==> config.mk <==
export PLATFORM = sky130hd
export DESIGN_NAME = ack_tracked_event_queue
export DESIGN_NICKNAME = d
export VERILOG_FILES = /design/src/sv/ateq_pkg.sv /design/src/sv/ateq_ctrl.sv /design/src/sv/ateq_dp.sv /design/src/sv/ack_tracked_event_queue.sv
export VERILOG_INCLUDE_DIRS = /design/src /design/src/sv
export SDC_FILE = /design/constraint.sdc
export NUM_CORES = 2
export LEC_CHECK = 0
export ABC_AREA = 1
export BUFFER_PORTS_ARGS = -buffer_cell sky130_fd_sc_hd__buf_4
export CAP_MARGIN = 20
export CORE_ASPECT_RATIO = 0.5
export CORE_MARGIN = 2
export CORE_UTILIZATION = 40
export DETAILED_ROUTE_END_ITERATION = 8
export PLACE_DENSITY_LB_ADDON = 0.15
export REMOVE_ABC_BUFFERS = 1
export SYNTH_ARGS = -nofsm -noshare
export SYNTH_HDL_FRONTEND = slang
export SYNTH_HIERARCHICAL = 1
export SYNTH_SLANG_ARGS = --single-unit
==> constraint.sdc <==
create_clock -name clock -period 31.7 [get_ports clock]
set_input_delay 3.17 -clock clock [delete_from_list [all_inputs] [get_ports clock]]
set_output_delay 3.17 -clock clock [all_outputs]
set_load 0.02 [all_outputs]
==> src/sv/ack_tracked_event_queue_assert.svh <==
// Assertion macros for the event queue
`ifndef ACK_TRACKED_EVENT_QUEUE_ASSERT_SVH
`define ACK_TRACKED_EVENT_QUEUE_ASSERT_SVH
`define ATEQ_ASSERT_IMPL(label, clk, rst, lhs, rhs) \
   label: assert property (@(posedge clk) disable iff (rst) (lhs) |-> (rhs)) \
      else $error("label failed");
`define ATEQ_ASSERT_NEXT(label, clk, rst, lhs, rhs) \
   label: assert property (@(posedge clk) disable iff (rst) (lhs) |=> (rhs)) \
      else $error("label failed");
`endif

==> src/sv/ateq_pkg.sv <==
// Shared types and codes for the event queue
package ateq_pkg;
   localparam logic [2:0] CMD_ENQ = 3'd0;
   localparam logic [2:0] CMD_COMMIT = 3'd1;
   localparam logic [2:0] CMD_PEND = 3'd2;
   localparam logic [2:0] CMD_COMPACT = 3'd3;
   localparam logic [2:0] CMD_QUERY = 3'd4;
   localparam logic [1:0] ST_OK = 2'd0;
   localparam logic [1:0] ST_FULL = 2'd1;
   localparam logic [1:0] ST_STORE = 2'd2;
   localparam logic [1:0] ST_NOTFOUND = 2'd3;
   localparam int MAX_RESULTS = 16;

   typedef enum logic [2:0] {
      S_IDLE, S_SCAN, S_EMIT, S_WAIT, S_COUNT
   } state_type;

   // controller -> datapath
   typedef struct packed {
      logic load;      // capture request word
      logic scan_rst;  // zero index/write pointer/count
      logic step;      // process one entry
      logic fin;       // apply end-of-command update
      logic emit;      // load output register
      logic emit_last;
      logic emit_item;
      logic cnt_rst;
      logic cnt_step;
   } cmd_type;

   // datapath -> controller
   typedef struct packed {
      logic scan_end;  // index reached occupancy, or command does not scan
      logic hit;       // current entry matches command
      logic stop;      // result gathered, stop scan
      logic cnt_end;
   } sts_type;
endpackage

==> src/sv/ateq_ctrl.sv <==
// Controller state machine for the event queue
module ateq_ctrl (
   input  logic clock,
   input  logic reset,
   input  logic in_fire,
   input  logic [2:0] cmd,
   input  logic out_free,
   input  ateq_pkg::sts_type sts,
   output ateq_pkg::cmd_type ctl,
   output logic busy
);
   import ateq_pkg::*;
   state_type state_ff, state_in;

   always_ff @(posedge clock) begin
      if (reset) begin
         state_ff <= S_IDLE;
      end else begin
         state_ff <= state_in;
      end
   end

   always_comb begin
      state_in = state_ff;
      ctl = '0;
      busy = (state_ff != S_IDLE);
      unique case (state_ff)
         S_IDLE: begin
            if (in_fire) begin
               ctl.load = 1'b1;
               ctl.scan_rst = 1'b1;
               state_in = S_SCAN;
            end
         end
         S_SCAN: begin
            if (cmd == CMD_PEND && sts.hit && !sts.scan_end) begin
               state_in = S_EMIT;
            end else if (sts.scan_end || sts.stop) begin
               ctl.fin = 1'b1;
               ctl.cnt_rst = 1'b1;
               state_in = S_COUNT;
            end else begin
               ctl.step = 1'b1;
            end
         end
         S_EMIT: begin
            if (out_free) begin
               ctl.emit = 1'b1;
               ctl.emit_item = 1'b1;
               ctl.emit_last = sts.stop;
               ctl.step = 1'b1;
               state_in = sts.stop ? S_IDLE : S_SCAN;
            end
         end
         S_COUNT: begin
            if (sts.cnt_end) state_in = S_WAIT;
            else ctl.cnt_step = 1'b1;
         end
         S_WAIT: begin
            if (out_free) begin
               ctl.emit = 1'b1;
               ctl.emit_last = 1'b1;
               state_in = S_IDLE;
            end
         end
         default: state_in = S_IDLE;
      endcase
   end
endmodule

==> src/sv/ateq_dp.sv <==
// Datapath: entry storage, scan pointers and result register
module ateq_dp #(
   parameter int DEPTH = 16
) (
   input  logic clock,
   input  logic reset,
   input  ateq_pkg::cmd_type ctl,
   input  logic [2:0] cmd_in,
   input  logic [7:0] tag_in,
   input  logic [47:0] occ_in,
   input  logic [31:0] target_in,
   input  logic ok_in,
   input  logic [4:0] maxc_in,
   input  logic [47:0] now_in,
   input  logic rsp_take,
   output ateq_pkg::sts_type sts,
   output logic [2:0] cmd,
   output logic out_free,
   output logic out_valid,
   output logic [1:0] o_status,
   output logic [31:0] o_id,
   output logic [7:0] o_tag,
   output logic [47:0] o_time,
   output logic [47:0] o_age,
   output logic [4:0] o_pend,
   output logic o_item,
   output logic o_last
);
   import ateq_pkg::*;
   localparam int AW = $clog2(DEPTH);
   localparam int CW = $clog2(DEPTH + 1);

   logic [31:0] id_mem [DEPTH];
   logic [7:0] tag_mem [DEPTH];
   logic [47:0] time_mem [DEPTH];
   logic [DEPTH-1:0] done_ff;

   logic [2:0] cmd_ff;
   logic [7:0] tag_ff;
   logic [47:0] occ_ff, now_ff;
   logic [31:0] target_ff, nid_ff;
   logic ok_ff;
   logic [4:0] lim_ff;
   logic [CW-1:0] occup_ff, rd_ff, wr_ff, ci_ff, pcnt_ff;
   logic [4:0] n_ff;
   logic [1:0] st_ff;
   logic [31:0] rid_ff;
   logic [47:0] age_ff;
   logic [AW-1:0] ra, wa;
   logic cur_done;
   logic hit, full;

   logic ov_ff;
   logic [1:0] ost_ff;
   logic [31:0] oid_ff;
   logic [7:0] otag_ff;
   logic [47:0] otime_ff, oage_ff;
   logic [4:0] opend_ff;
   logic oitem_ff, olast_ff;

   assign cmd = cmd_ff;
   assign ra = rd_ff[AW-1:0];
   assign wa = wr_ff[AW-1:0];
   assign cur_done = done_ff[ra];
   assign full = (occup_ff >= CW'(DEPTH));

   always_comb begin
      hit = 1'b0;
      unique case (cmd_ff)
         CMD_COMMIT: hit = (id_mem[ra] == target_ff);
         CMD_PEND: hit = !cur_done;
         CMD_QUERY: hit = !cur_done && (time_mem[ra] != 48'd0);
         default: hit = 1'b0;
      endcase
   end

   assign sts.scan_end = (rd_ff >= occup_ff) || (cmd_ff == CMD_ENQ)
      || (cmd_ff > CMD_QUERY);
   assign sts.hit = hit;
   // pending list closes at the limit or at the last pending entry
   assign sts.stop = (cmd_ff == CMD_PEND)
      ? (hit && ((n_ff + 5'd1) >= lim_ff || (CW'(n_ff) + CW'(1)) >= pcnt_ff))
      : (hit && (cmd_ff == CMD_COMMIT || cmd_ff == CMD_QUERY));
   assign sts.cnt_end = (ci_ff >= occup_ff);
   assign out_free = !ov_ff || rsp_take;

   always_ff @(posedge clock) begin
      if (ctl.load) begin
         cmd_ff <= cmd_in;
         tag_ff <= tag_in;
         occ_ff <= occ_in;
         target_ff <= target_in;
         ok_ff <= ok_in;
         now_ff <= now_in;
         lim_ff <= (maxc_in == 5'd0) ? 5'd1
            : (maxc_in > 5'(MAX_RESULTS)) ? 5'(MAX_RESULTS) : maxc_in;
      end
      if (ctl.step && cmd_ff == CMD_COMPACT && !cur_done) begin
         id_mem[wa] <= id_mem[ra];
         tag_mem[wa] <= tag_mem[ra];
         time_mem[wa] <= time_mem[ra];
      end
      if (ctl.fin && cmd_ff == CMD_ENQ && !full && ok_ff) begin
         id_mem[occup_ff[AW-1:0]] <= nid_ff;
         tag_mem[occup_ff[AW-1:0]] <= tag_ff;
         time_mem[occup_ff[AW-1:0]] <= occ_ff;
      end
      if (ctl.fin) begin
         unique case (cmd_ff)
            CMD_ENQ: begin
               st_ff <= full ? ST_FULL : (ok_ff ? ST_OK : ST_STORE);
               rid_ff <= full ? 32'd0 : nid_ff;
               age_ff <= 48'd0;
            end
            CMD_COMMIT: begin
               rid_ff <= target_ff;
               st_ff <= !hit || sts.scan_end ? ST_NOTFOUND
                  : (cur_done ? ST_OK : (ok_ff ? ST_OK : ST_STORE));
               age_ff <= 48'd0;
            end
            CMD_QUERY: begin
               rid_ff <= 32'd0;
               st_ff <= ST_OK;
               age_ff <= (hit && !sts.scan_end && now_ff > time_mem[ra])
                  ? now_ff - time_mem[ra] : 48'd0;
            end
            default: begin
               rid_ff <= 32'd0;
               st_ff <= ST_OK;
               age_ff <= 48'd0;
            end
         endcase
      end
      if (ctl.emit) begin
         ost_ff <= ctl.emit_item ? ST_OK : st_ff;
         oid_ff <= ctl.emit_item ? id_mem[ra] : rid_ff;
         otag_ff <= ctl.emit_item ? tag_mem[ra] : 8'd0;
         otime_ff <= ctl.emit_item ? time_mem[ra] : 48'd0;
         oage_ff <= ctl.emit_item ? 48'd0 : age_ff;
         opend_ff <= 5'(pcnt_ff);
         oitem_ff <= ctl.emit_item;
         olast_ff <= ctl.emit_last;
      end
   end

   always_ff @(posedge clock) begin
      if (reset) begin
         occup_ff <= '0;
         nid_ff <= 32'd1;
         done_ff <= '0;
         ov_ff <= 1'b0;
         rd_ff <= '0;
         wr_ff <= '0;
         n_ff <= '0;
         ci_ff <= '0;
         pcnt_ff <= '0;
      end else begin
         ov_ff <= ctl.emit || (ov_ff && !rsp_take);
         if (ctl.scan_rst) begin
            rd_ff <= '0;
            wr_ff <= '0;
            n_ff <= '0;
         end
         if (ctl.step) begin
            rd_ff <= rd_ff + CW'(1);
            if (cmd_ff == CMD_PEND && !cur_done) n_ff <= n_ff + 5'd1;
            if (cmd_ff == CMD_COMPACT && !cur_done) begin
               done_ff[wa] <= 1'b0;
               wr_ff <= wr_ff + CW'(1);
            end
         end
         if (ctl.fin) begin
            unique case (cmd_ff)
               CMD_ENQ: if (!full) begin
                  nid_ff <= nid_ff + 32'd1;
                  if (ok_ff) begin
                     done_ff[occup_ff[AW-1:0]] <= 1'b0;
                     occup_ff <= occup_ff + CW'(1);
                  end
               end
               CMD_COMMIT: if (hit && !sts.scan_end && ok_ff) done_ff[ra] <= 1'b1;
               CMD_COMPACT: occup_ff <= wr_ff;
               default: ;
            endcase
         end
         if (ctl.cnt_rst) begin
            ci_ff <= '0;
            pcnt_ff <= '0;
         end
         if (ctl.cnt_step) begin
            ci_ff <= ci_ff + CW'(1);
            if (!done_ff[ci_ff[AW-1:0]]) pcnt_ff <= pcnt_ff + CW'(1);
         end
      end
   end

   assign out_valid = ov_ff;
   assign o_status = ost_ff;
   assign o_id = oid_ff;
   assign o_tag = otag_ff;
   assign o_time = otime_ff;
   assign o_age = oage_ff;
   assign o_pend = opend_ff;
   assign o_item = oitem_ff;
   assign o_last = olast_ff;
endmodule

==> src/sv/ack_tracked_event_queue.sv <==
// Acknowledgement-tracked event queue, top level
// The result word follows the scan of the entries and a recount of the pending ones.
// Get pending: each pending entry found by the scan is sent as an item word, waiting
// while the output register is held; the last item word ends the command.
// Commands are handled one at a time; no request is accepted while busy.
// Reset: queue empty, next id 1; entry storage is undefined until written.
module ack_tracked_event_queue #(
   parameter int QUEUE_DEPTH = 16
) (
   input  logic clock,
   input  logic reset,
   input  logic req_tvalid,
   output logic req_tready,
   // cmd
   input  logic [2:0] req_tuser,
   // event_tag, occurred_ms, target_id, storage_ok, entry limit, now_ms
   input  logic [143:0] req_tdata,
   output logic rsp_tvalid,
   input  logic rsp_tready,
   // item_valid
   output logic rsp_tuser,
   // status, id, tag_out, time_out, age_ms, pending_total
   output logic [143:0] rsp_tdata,
   output logic rsp_tlast
);
   import ateq_pkg::*;
   cmd_type ctl;
   sts_type sts;
   logic busy, out_free, in_fire, out_valid;
   logic [2:0] cmd;
   logic [1:0] o_status;
   logic [31:0] o_id;
   logic [7:0] o_tag;
   logic [47:0] o_time, o_age;
   logic [4:0] o_pend;
   logic o_item, o_last;

   assign req_tready = !busy;
   assign in_fire = req_tvalid && req_tready;

   ateq_ctrl u_ctrl (
      .clock(clock), .reset(reset), .in_fire(in_fire), .cmd(cmd),
      .out_free(out_free), .sts(sts), .ctl(ctl), .busy(busy)
   );

   ateq_dp #(.DEPTH(QUEUE_DEPTH)) u_dp (
      .clock(clock), .reset(reset), .ctl(ctl),
      .cmd_in(req_tuser), .tag_in(req_tdata[7:0]),
      .occ_in(req_tdata[55:8]), .target_in(req_tdata[87:56]),
      .ok_in(req_tdata[88]), .maxc_in(req_tdata[93:89]),
      .now_in(req_tdata[141:94]), .rsp_take(rsp_tvalid && rsp_tready),
      .sts(sts), .cmd(cmd), .out_free(out_free), .out_valid(out_valid),
      .o_status(o_status), .o_id(o_id), .o_tag(o_tag), .o_time(o_time),
      .o_age(o_age), .o_pend(o_pend), .o_item(o_item), .o_last(o_last)
   );

   assign rsp_tvalid = out_valid;
   assign rsp_tlast = o_last;
   assign rsp_tuser = o_item;
   assign rsp_tdata = {1'b0, o_pend, o_age, o_time, o_tag, o_id, o_status};

`include "ack_tracked_event_queue_assert.svh"
   `ATEQ_ASSERT_IMPL(a_no_accept_busy, clock, reset, busy, !req_tready)
   `ATEQ_ASSERT_NEXT(a_accept_busy, clock, reset, in_fire, busy)
   `ATEQ_ASSERT_IMPL(a_pend_range, clock, reset, rsp_tvalid, int'(o_pend) <= QUEUE_DEPTH)
endmodule
**Word-level counts from Yosys, hierarchy flattened**

Memories as Yosys holds them, arrays and structs flattened. A register that Yosys moved wholly into a read port is not among the register bits.
Index checks and enable logic that the tools add are counted.

- Register bits: 454
- Memory bits (writable): 1,408
- Input port bits: 151
- Output and inout bits: 148
- Word-level logic and storage cells: 217
- Memories kept: 3

Memory list:

| memory | words | width | rd ports | clocked after Yosys merged registers in | wr ports | line | source |
|---|---|---|---|---|---|---|---|
| u_dp.time_mem | 16 | 48 | 1 | 1 | 1 | ateq_dp.sv:35 | `logic [47:0] time_mem [DEPTH];` |
| u_dp.id_mem | 16 | 32 | 1 | 1 | 1 | ateq_dp.sv:33 | `logic [31:0] id_mem [DEPTH];` |
| u_dp.tag_mem | 16 | 8 | 1 | 1 | 1 | ateq_dp.sv:34 | `logic [7:0] tag_mem [DEPTH];` |

- Add/sub/neg operators: 8
- $lt $le $gt $ge: 15
- Eq/ne operators: 16
- Mux-type cells: 88
- Bitwise logic cells: 6
- Reductions and logical operators: 52

Operators by type and width:

| kind | count |
|---|---|
| 16-bit 2-to-1 mux | 7 |
| 32-bit 2-to-1 mux | 3 |
| 5-bit 2-to-1 mux | 16 |
| 32-bit one-hot mux with 2 select lines | 1 |
| 48-bit > comparator | 1 |
| 48-bit 2-to-1 mux | 1 |
| 48-bit nonzero test | 1 |
| 48-bit OR reduction | 1 |
| 48-bit subtractor | 1 |
| 4-bit 2-to-1 mux | 9 |
| 32-bit by 1-bit adder with 32-bit output (second input constant) | 1 |
| 16-bit bitwise AND | 2 |
| 32-bit equality test | 1 |
| 16-bit NOT | 2 |
| 16-bit one-hot mux with 2 select lines | 1 |
| 32-bit OR reduction | 1 |
| 5-bit by 1-bit adder with 5-bit output (second input constant) | 6 |
| 1-bit 2-to-1 mux | 23 |
| 1-bit logical AND | 21 |
| 3-bit 2-to-1 mux | 7 |
| 5-bit greater-or-equal comparator | 4 |
| 4-bit by 5-bit less-than comparator with 1-bit output (second input constant) | 4 |
| 2-bit 2-to-1 mux | 8 |
| 16-bit OR | 1 |
| 31 further kinds | 62 |

**Depth between registers and ports, before layout**

- Depth after elaboration: 18
- Gate-level depth with buffers: 44
- Gate-level depth less buffers: 37

**By module**

Netlist, hierarchy kept.

By module, submodules not included:

| module | times used | cells each | area an instance (µm²) | seq. area each (µm²) |
|---|---|---|---|---|
| ateq_dp | 1 | 7,078 | 79,488.7 | 55,112.9 |
| ateq_ctrl | 1 | 53 | 317.8 | 60.1 |
| ack_tracked_event_queue | 1 | 7 | 32.5 | 0.0 |

**Least setup slack after synthesis**

Ideal clock, no wire load.

- Kind: reg-to-reg
- From: register with a tool-made name
- To: memory u_dp.id_mem[10][0], enable pin
- Setup time: 0.642 ns
- Arrival: 10.805 ns
- Data required time: 31.058 ns
- Path slack: 20.252 ns
- Stages on the path, launching flop included: 36
- Buffers on the path: 8
- Clock period less this slack: 11.448 ns
- Path through: dfxtp_1 > buf_6 > inv_4 > buf_6 > buf_6 > buf_4 > o21ai_0 > nand3_1 > nand3_1 > nand2_1 > nor2_1 > nand2_1 > nor2_1 > nand2_1 > nor2_1 > nand2_1 > nand2_1 > nand3_4 > buf_4 > nand2_1 > inv_1 > nand3_1 > and2_1 > o21ai_1 > inv_1 > buf_4 > clkbuf_1 > nand2_1 > nor2_4 > inv_2 > nor2_1 > clkbuf_1 > nand2_1 > o21ai_0 > nand2_1 > nor3_1

RTL lines:

| element | line |
|---|---|
| to (decl) | ateq_dp.sv:33 |

==> results.md <==
- The run finished with clean final reports.
- The post-route core utilization is 0.458.
- In this run the worst hold path is classified as reg -> reg.
- The most common flop cell mapped by yosys is sky130_fd_sc_hd__edfxtp_1.
- The most frequent cell on the critical path is sky130_fd_sc_hd__nand2_1.
- The basic-gate share of the synthesized area counting and, or, nand and nor cells is 0.157.
- The kind of end point of the critical path is a flip-flop.
- In the finished design, the share of the clock period the worst path needs comes to 0.380.
- From bottom edge to top edge, the die measures 320 um.
- The number of antenna violations at the first check in global routing was 2.
- Of the cells placed in the final design, the portion with a size suffix greater than 1 is 0.107.
- The critical path contains buffers and inverters numbering 12 combined.
- The area growth from synthesis to layout is 13.3%.
- The residual overflow from global routing is 0.
- The number of hold violations in the final report is 0.
- In the final layout, the multi-input gates occupy 20700 um^2.
- The final weighted congestion in routability-driven placement is 0.903.
- The number of endpoints failing setup at the final stage is 0.
- The routed layout has 53832 vias.
- The aggregate global-route resource usage is 0.226.
- The number of slew-limit violations in the final report is 0.
- Of the total synthesized cell area, the portion taken by XOR and XNOR cells is 0.00307.
- Fill cells in the final layout number 18225.
- Counting instances in the post-synthesis netlist gives the leading cell types as 1780 x sky130_fd_sc_hd__edfxtp_1, 1344 x sky130_fd_sc_hd__nand2_1, 974 x sky130_fd_sc_hd__nor2_1.
- The number of buffers created by CTS is 179.
- The leakage power is 32.9 nW.
- The total area of sequential cells is 55200 um^2.
- The number of hold buffers added after CTS was 0.
- The remaining antenna violation count after routing is 0.
- After synthesis, the share of flip-flops with an asynchronous set or reset is 0.
- The total wirelength of the detailed-routed design is 237 mm.
- The final layout contains 7656 nets.
- For the final routed database, the setup TNS stands at 0 ps.
- In the post-synthesis netlist, the biggest area contributors are sky130_fd_sc_hd__edfxtp_1 67%, sky130_fd_sc_hd__nand2_1 6.3%, sky130_fd_sc_hd__nor2_1 4.6%.
- The areal power density over the cells is 65.7 nW/um^2.
- For the finished layout, the period the worst path requires is 12060 ps.
- The kind of cell adding the most delay to the critical path is buffers and inverters.
- The highest ir drop seen on vdd is 0.0412 mV.
- The total area inside the core boundary comes to 197000 um^2.
- The longest individual stage delay on the worst path is 880 ps.
- Entering global routing, the biggest net connects 181 pins.
- In this run the deepest clock path goes through 4 buffers.
- The DRC violation total after the first TritonRoute iteration is 5412.
- The tool flagged a number of max-cap violations equal to 0.
- The tree is rooted in a sky130_fd_sc_hd__clkbuf_16.
- The sequential share of the synthesized area is 0.691.
- After detailed routing, the average wire length per cell comes to 23.3 um.
- Summing every instance area after synthesis gives 79800 um^2.
- The number of ports placed on the die boundary is 299.
- The critical path data required time is 32130 ps.
- The mean post-synth cell area is 11.2 um^2.
- The post-synthesis compound-gate area fraction came to 0.0833.
- The number of gates given a new drive strength after cts is 0.
- sky130_fd_sc_hd__edfxtp_1 is the most common cell in the netlist.
- Buffers added to address setup during post-CTS repair amount to 0.
- The synthesized design contains 1866 register bits.
- The category of the critical setup timing path is reg -> reg.
- The number of rows in the core area is 115.
- Of all nets on the critical path, the largest fanout is 170.
- The fraction of post-synthesis cell area in the top cell type by area is 0.669.
- The number of remaining DRC errors is 0.
- The cell count after synthesis is 7138.
- The number of distinct library cell variants in the gate-level netlist after synthesis is 60.
- The number of warnings issued by yosys is 6.
- At the pin with the least slew margin, the transition time is 1140 ps.
- At the later pin of the worst-skew pair, clock insertion delay measures 840 ps.
- Measured against its own limit, the worst slew margin works out to 0.238.
- Setup repair after global routing left no endpoint under its margin.
- The effective utilization at floorplan is 0.404.
- After legalization and detailed placement, the total HPWL measured 128 mm.
- Of the total synthesized cell area, the portion taken by full adders, half adders and majority gates is 0.0137.
- sky130_fd_sc_hd__edfxtp_1 takes more of the synthesized area than any other cell.
- In this run, synthesis inferred 1780 flip-flops with an integrated enable.
- After clock tree synthesis, the clock-pin slew on the worst setup and hold paths is 60 ps.
- The worst hold path begins at u_dp/pcnt_ff[3]$_SDFF_PP0_.
- The maximum clock frequency is 82.9 MHz.
- The worst-case clock skew is 40.6 ps.
- The data arrival time of the worst path is 12490 ps.
- The first TritonRoute pass finished after 6 iterations.
- The worst setup path is launched from a flip-flop.
- The horizontal extent of the die is 636 um.
- The library cell contributing the largest single delay on the critical path is sky130_fd_sc_hd__buf_4.
- The die covers 203000 um^2.
- The detailed-route vias per instance is 5.29.
- The H-tree level count is 4.
- TritonCTS built the clock tree.
- By area, the combinational part of the netlist is dominated by simple AND/OR/NAND/NOR gates.
- The multiplexer area fraction after synthesis is 0.
- The number of buffers inserted by port buffering is 295.
- CTS saw 1866 sinks.
- The global-route wire length before repair is 341 mm.
- The number of global-route vias before repair is 50190.
state kept, by name, indices dropped and copies added (netlist names), 16 cells and up, named ones only:
signal / flops
u_dp/o_time: 48
u_dp/done_ff: 16
u_dp/id_mem: 512
u_dp/o_age: 48
u_dp/now_ff: 48
u_dp/target_ff: 32
u_dp/nid_ff: 32
u_dp/tag_mem: 128
u_dp/age_ff: 48
u_dp/rid_ff: 32
u_dp/time_mem: 768
u_dp/o_id: 32
u_dp/occ_ff: 48
power by group:
group	leakage [nW]	internal, mW	switching [mW]	total, mW
clock network	2.62	1.14	0.918	2.06
registers	16.9	2.93	0.0572	2.98
logic	13.4	0.239	0.659	0.897
total	32.9	4.30	1.63	5.94
logic make-up (layout without fill, tap and decap cells):
family,Yosys count,in the layout
xor gates and xnor gates,28,28
and+or+nand+nor,3035,3035
DFF,1866,1866
buffers and inverters,968,1379
AOI/OAI and AO/OA,1153,1153
adders and majority gates,87,87
other,1,2
layout make-up:
type / count / share of cell area
Tap cell: 2632 / 0.0364
Timing Repair Buffer: 464 / 0.0396
Clock inverter: 69 / 0.00603
Clock buffer: 243 / 0.0538
Sequential cell: 1866 / 0.610
Antenna cell: 1 / 0.0000277
Multi-Input combinational cell: 4304 / 0.228
Inverter: 603 / 0.0255
path summary, 6_finish.rpt:
path	to	slack (ps)	depth (start not counted)
setup / recovery	u_dp/time_mem[6][37]$_DFFE_PP_	19640	37
hold / removal	u_dp/o_pend[3]$_DFFE_PP_	470	0
setup reg to reg	u_dp/time_mem[6][37]$_DFFE_PP_	19640	37
hold reg to reg	u_dp/o_pend[3]$_DFFE_PP_	470	0
metal layers:
metal  GRT usage  vias up  wire length [um]
li1            -    25371                 -
met1       0.312    26506            104000
met2       0.377     1614            113000
met3      0.0259      341             12800
met4      0.0712        0              7360
met5           0        -                 0
layout by cell type, fill, tap and decap left out, types with 5 or more instances in the layout:
cell	n
sky130_fd_sc_hd__clkinv_1	35
sky130_fd_sc_hd__nand2_1	1343
sky130_fd_sc_hd__o21ai_0	531
sky130_fd_sc_hd__nor3_1	32
sky130_fd_sc_hd__o21ai_1	76
sky130_fd_sc_hd__buf_4	456
sky130_fd_sc_hd__clkbuf_1	53
sky130_fd_sc_hd__edfxtp_1	1780
sky130_fd_sc_hd__o221ai_1	30
sky130_fd_sc_hd__a31oi_1	46
sky130_fd_sc_hd__a21oi_1	184
sky130_fd_sc_hd__nand2_2	5
sky130_fd_sc_hd__or2_2	8
sky130_fd_sc_hd__nor2_4	22
sky130_fd_sc_hd__nor2_2	15
sky130_fd_sc_hd__clkbuf_16	184
sky130_fd_sc_hd__nor2_1	956
sky130_fd_sc_hd__dfxtp_1	82
sky130_fd_sc_hd__inv_1	582
sky130_fd_sc_hd__buf_12	8
sky130_fd_sc_hd__nand3_1	597
sky130_fd_sc_hd__o22ai_1	45
sky130_fd_sc_hd__nand3_2	15
sky130_fd_sc_hd__xor2_1	21
sky130_fd_sc_hd__nor4_1	13
sky130_fd_sc_hd__a211oi_1	8
sky130_fd_sc_hd__bufinv_16	8
sky130_fd_sc_hd__a21oi_2	12
sky130_fd_sc_hd__clkinv_2	19
sky130_fd_sc_hd__xnor2_1	7
sky130_fd_sc_hd__inv_2	11
sky130_fd_sc_hd__o21ai_2	10
sky130_fd_sc_hd__ha_1	86
sky130_fd_sc_hd__o21a_1	18
sky130_fd_sc_hd__a21o_1	5
sky130_fd_sc_hd__clkinvlp_4	7
sky130_fd_sc_hd__nand4_1	17
sky130_fd_sc_hd__o211ai_1	166
per-stage QoR:
| stage | power [mW] | worst slack [ps] | cell area (um^2) | hold slack, ps | cells |
|---|---|---|---|---|---|
| global placement | 3.93 | 19590 | 85000 | 453 | 9864 |
| floorplan | 3.64 | -11490 | 77900 | 430 | 6773 |
| finish | 5.94 | 19640 | 90400 | 470 | 10182 |
| detailed placement | 3.94 | 19580 | 85000 | 449 | 9864 |
| global route | 6.18 | 18860 | 90400 | 485 | 10181 |
| CTS | 5.98 | 19600 | 90400 | 471 | 10176 |
Note: power is estimated with default switching activity, not from simulation.
